[src/tbwp_ram.sv]
// Generic single-write, single-read RAM with registered read data.
// Read-first on a same-address write; read data holds while re is low.
// No dependencies.
module tbwp_ram #(
  parameter int WIDTH = 8,
  parameter int DEPTH = 256
) (
  input  logic                     clk,
  input  logic                     we,
  input  logic [$clog2(DEPTH)-1:0] waddr,
  input  logic [WIDTH-1:0]         wdata,
  input  logic                     re,
  input  logic [$clog2(DEPTH)-1:0] raddr,
  output logic [WIDTH-1:0]         rdata
);

  logic [WIDTH-1:0] mem [DEPTH];

  // Storage and registered read port
  always_ff @(posedge clk) begin
    if (re) begin
      rdata <= mem[raddr];
    end
    if (we) begin
      mem[waddr] <= wdata;
    end
  end

endmodule

[config.mk]
export PLATFORM = sky130hd
export DESIGN_NAME = tbwp_ram
export DESIGN_NICKNAME = d
export VERILOG_FILES = /design/src/tbwp_ram.sv
export SDC_FILE = /design/constraint.sdc
export NUM_CORES = 2
export LEC_CHECK = 0
export BUFFER_PORTS_ARGS = -buffer_cell sky130_fd_sc_hd__buf_2
export CORE_ASPECT_RATIO = 1.5
export CORE_UTILIZATION = 50
export DETAILED_ROUTE_END_ITERATION = 6
export PLACE_DENSITY = 0.65
export SYNTH_ARGS = -nofsm -noshare
export SYNTH_HDL_FRONTEND = slang
export SYNTH_SLANG_ARGS = --single-unit
[constraint.sdc]
create_clock -name clk -period 3.8 [get_ports clk]
set_input_delay 0.76 -clock clk [delete_from_list [all_inputs] [get_ports clk]]
set_output_delay 0.76 -clock clk [all_outputs]
set_load 0.05 [all_outputs]
==> run metrics <==
Crit. End Element flip-flop; Post-synth EDFFs 2056; worst path cell trace buf_8 -> buf_12 -> buf_12 -> buf_4 -> mux2i_1 -> o221ai_1 -> a21oi_1 -> o32ai_2 -> nor3_1 -> buf_4 -> nor4_2; starting density of the core 50.3%; met2 GRT Util 42.4%; Avg WL per Cell 31.0 µm; asr flop ratio synth 0%; DRT Pass-1 Iters 7; Final Hold Viols 0; Final min period 3.26 ns; CP startpoint kind input pin; critical path's largest stage delay 0.63 ns; synth-to-layout area growth 13.8%; fin nets 4216; unrepaired setup endpoints after global routing false; syn_area_per_cell 21.3 µm²; Core Region 158000 µm²; Worst-Margin Slew 1.22 ns; Antenna Nets Post-Route 0; worst flop-to-flop path startpoint mem[211][3]$_DFFE_PP_; Min-Delay Startpoint wdata[5]; Clock H-tree levels 4; Root Buffer clkbuf_16; Most Crowded Layer GR met2; Port Buffers 34; f_max 0.307 GHz; met1 Track Usage GR 32.4%; Die X 328 µm; pin count of the biggest net entering global routing 141; Worst Slack Setup Final 0.542 ns; Ys Warns 0; most common cell after layout, fill and taps aside edfxtp_1; clock sink count 2056; CTS-repair resized insts 0; most frequent cells in the layout edfxtp_1, mux4_2, buf_4; reg-to-reg endpoint rdata[3]$_DFFE_PP_; Synth cell types 54; layout cell share with drive strength beyond 1 28.2%; # DRC 0; drt via density 6.22; Hold Crit Endpoint mem[121][5]$_DFFE_PP_; Hold WC Path Type input pin to flip-flop; GPL Wtd Cong 0.895; Hold Path Depth 1; synth top area cells edfxtp_1, mux4_2, mux2i_1; final wirelength 199000 µm; critical path class input pin to flip-flop; Final Max Tran Viols 0; Final setup viols 0; non-filler instance count after layout 6418; Placed Cells 6088; post-layout util 57.2%; initial antenna violation count 13; ys flop type edfxtp_1; vias in the first global route 40772; Gate Count Post-Synth 3733; synthesized net count 3760; crit path max fanout 59; pre-CTS setup slack -0.336 ns; Slew HR 18.5%; status finished, final reports clean; Pwr Total 44.7 mW; Die Ht 491 µm; Setup Buffers After CTS 0; clock insertion delay at the later pin of the skew report 0.82 ns; total CTS buffers 180; FP Rows 179; post-cts hold buffer count 0; r2r worst-path depth 6; reg2reg setup slack 0.80 ns; Worst VDD drop 0.459 mV; cell taking the most area after synthesis edfxtp_1; First DRT Iteration DRCs 4580; CTS tree yes; GRT Resource Usage Total 25.1%; Ports 35; clock skew 0.0392 ns; DP Wirelength 130000 µm; grt ovf 0; clk slew on worst S/H paths 0.07 ns; hold slack 0.356 ns; Critical-path top delay cell nor3_1; critical path data required time 4.34 ns; crit path DAT 3.80 ns; leak pwr 28.7 nW; post-synth top area share 77.5%; die footprint 161000 µm²; post-synthesis sequential area ratio 77.5%; pwr dens 494 nW/µm²; synthesized area 79600 µm²; Max Cap Viol 0; Via Count 39918; period utilization 85.7%; first-pass GRT wire length 288000 µm; Yosys reg bits 2056; met3 Resource Use GR 4.12%; Max Buffers Root-to-Sink 3
-- synthesized netlist by cell type, types with 24 or more instances --
cell type  number
a21oi_1        96
a22oi_1       133
buf_2          31
buf_4          27
clkbuf_1      111
edfxtp_1     2056
mux2i_1       134
mux4_2        454
nand2_1        33
nand3_1        34
nor2_1        282
nor2b_1        31
nor4_1         24
o221ai_1       46
o22ai_1        28
-- layout make-up --
class | instances | area (µm²)
Inverter | 2 | 7.51
Sequential cell | 2056 | 61700
Multi-Input combinational cell | 1442 | 16500
Fill cell | 11389 | 67700
Timing Repair Buffer | 507 | 4290
Clock inverter | 99 | 646
Tap cell | 2081 | 2600
Antenna cell | 4 | 10.0
Clock buffer | 227 | 4830
-- registers in the layout, indices dropped and copies added (netlist names) --
| signal | flops |
|---|---|
| rdata | 8 |
| mem | 2048 |
-- cells by family (layout without fill, tap and decap cells) --
logic type | Yosys count | count (layout) | share of synthesized area (%)
other cells | 0 | 4 | 0
flops | 2056 | 2056 | 77.5
buf+inv | 235 | 835 | 1.83
simple gates | 466 | 466 | 2.63
compound gates | 385 | 385 | 3.42
mux | 591 | 591 | 14.6
-- report_power, final --
group          leakage, nW  switching (mW)  internal (mW)
Combinational         7.55            1.54          0.869
Clock                 2.69            8.00           9.28
Sequential            18.5          0.0312           25.0
-- worst max-delay path: cells and delay by family --
family                 cells  cell delay [ns]
buffers and inverters      5             1.41
and+or+nand+nor            2             0.68
muxes                      1             0.21
AOI/OAI and AO/OA          3             0.63
-- metal layers --
metal	wire length (µm)	part of all wire [%]
met1	74400	37
met2	103000	52
met3	13500	6.8
met4	7920	4.0
met5	113	0.057
-- worst max path at each step --
stage / start / endpoint / slack, ns / cells after the start
floorplan: raddr[0] / rdata[2]$_DFFE_PP_ / 0.96 / 9
global placement: raddr[0] / rdata[2]$_DFFE_PP_ / -0.32 / 10
detailed placement: raddr[0] / rdata[6]$_DFFE_PP_ / -0.34 / 11
finish: raddr[0] / rdata[6]$_DFFE_PP_ / 0.54 / 11
CTS: raddr[0] / rdata[6]$_DFFE_PP_ / 0.56 / 11
global route: raddr[0] / rdata[6]$_DFFE_PP_ / 0.45 / 11
-- metrics by stage --
step | TNS [ns] | area (µm²)
2_1_floorplan | 0 | 79600
3_3_place_gp | -1.01 | 85100
3_5_place_dp | -1.13 | 85100
4_1_cts | 0 | 90600
5_1_grt | 0 | 90600
6_report | 0 | 90600
No activity file was read; power rests on OpenSTA's default activity.
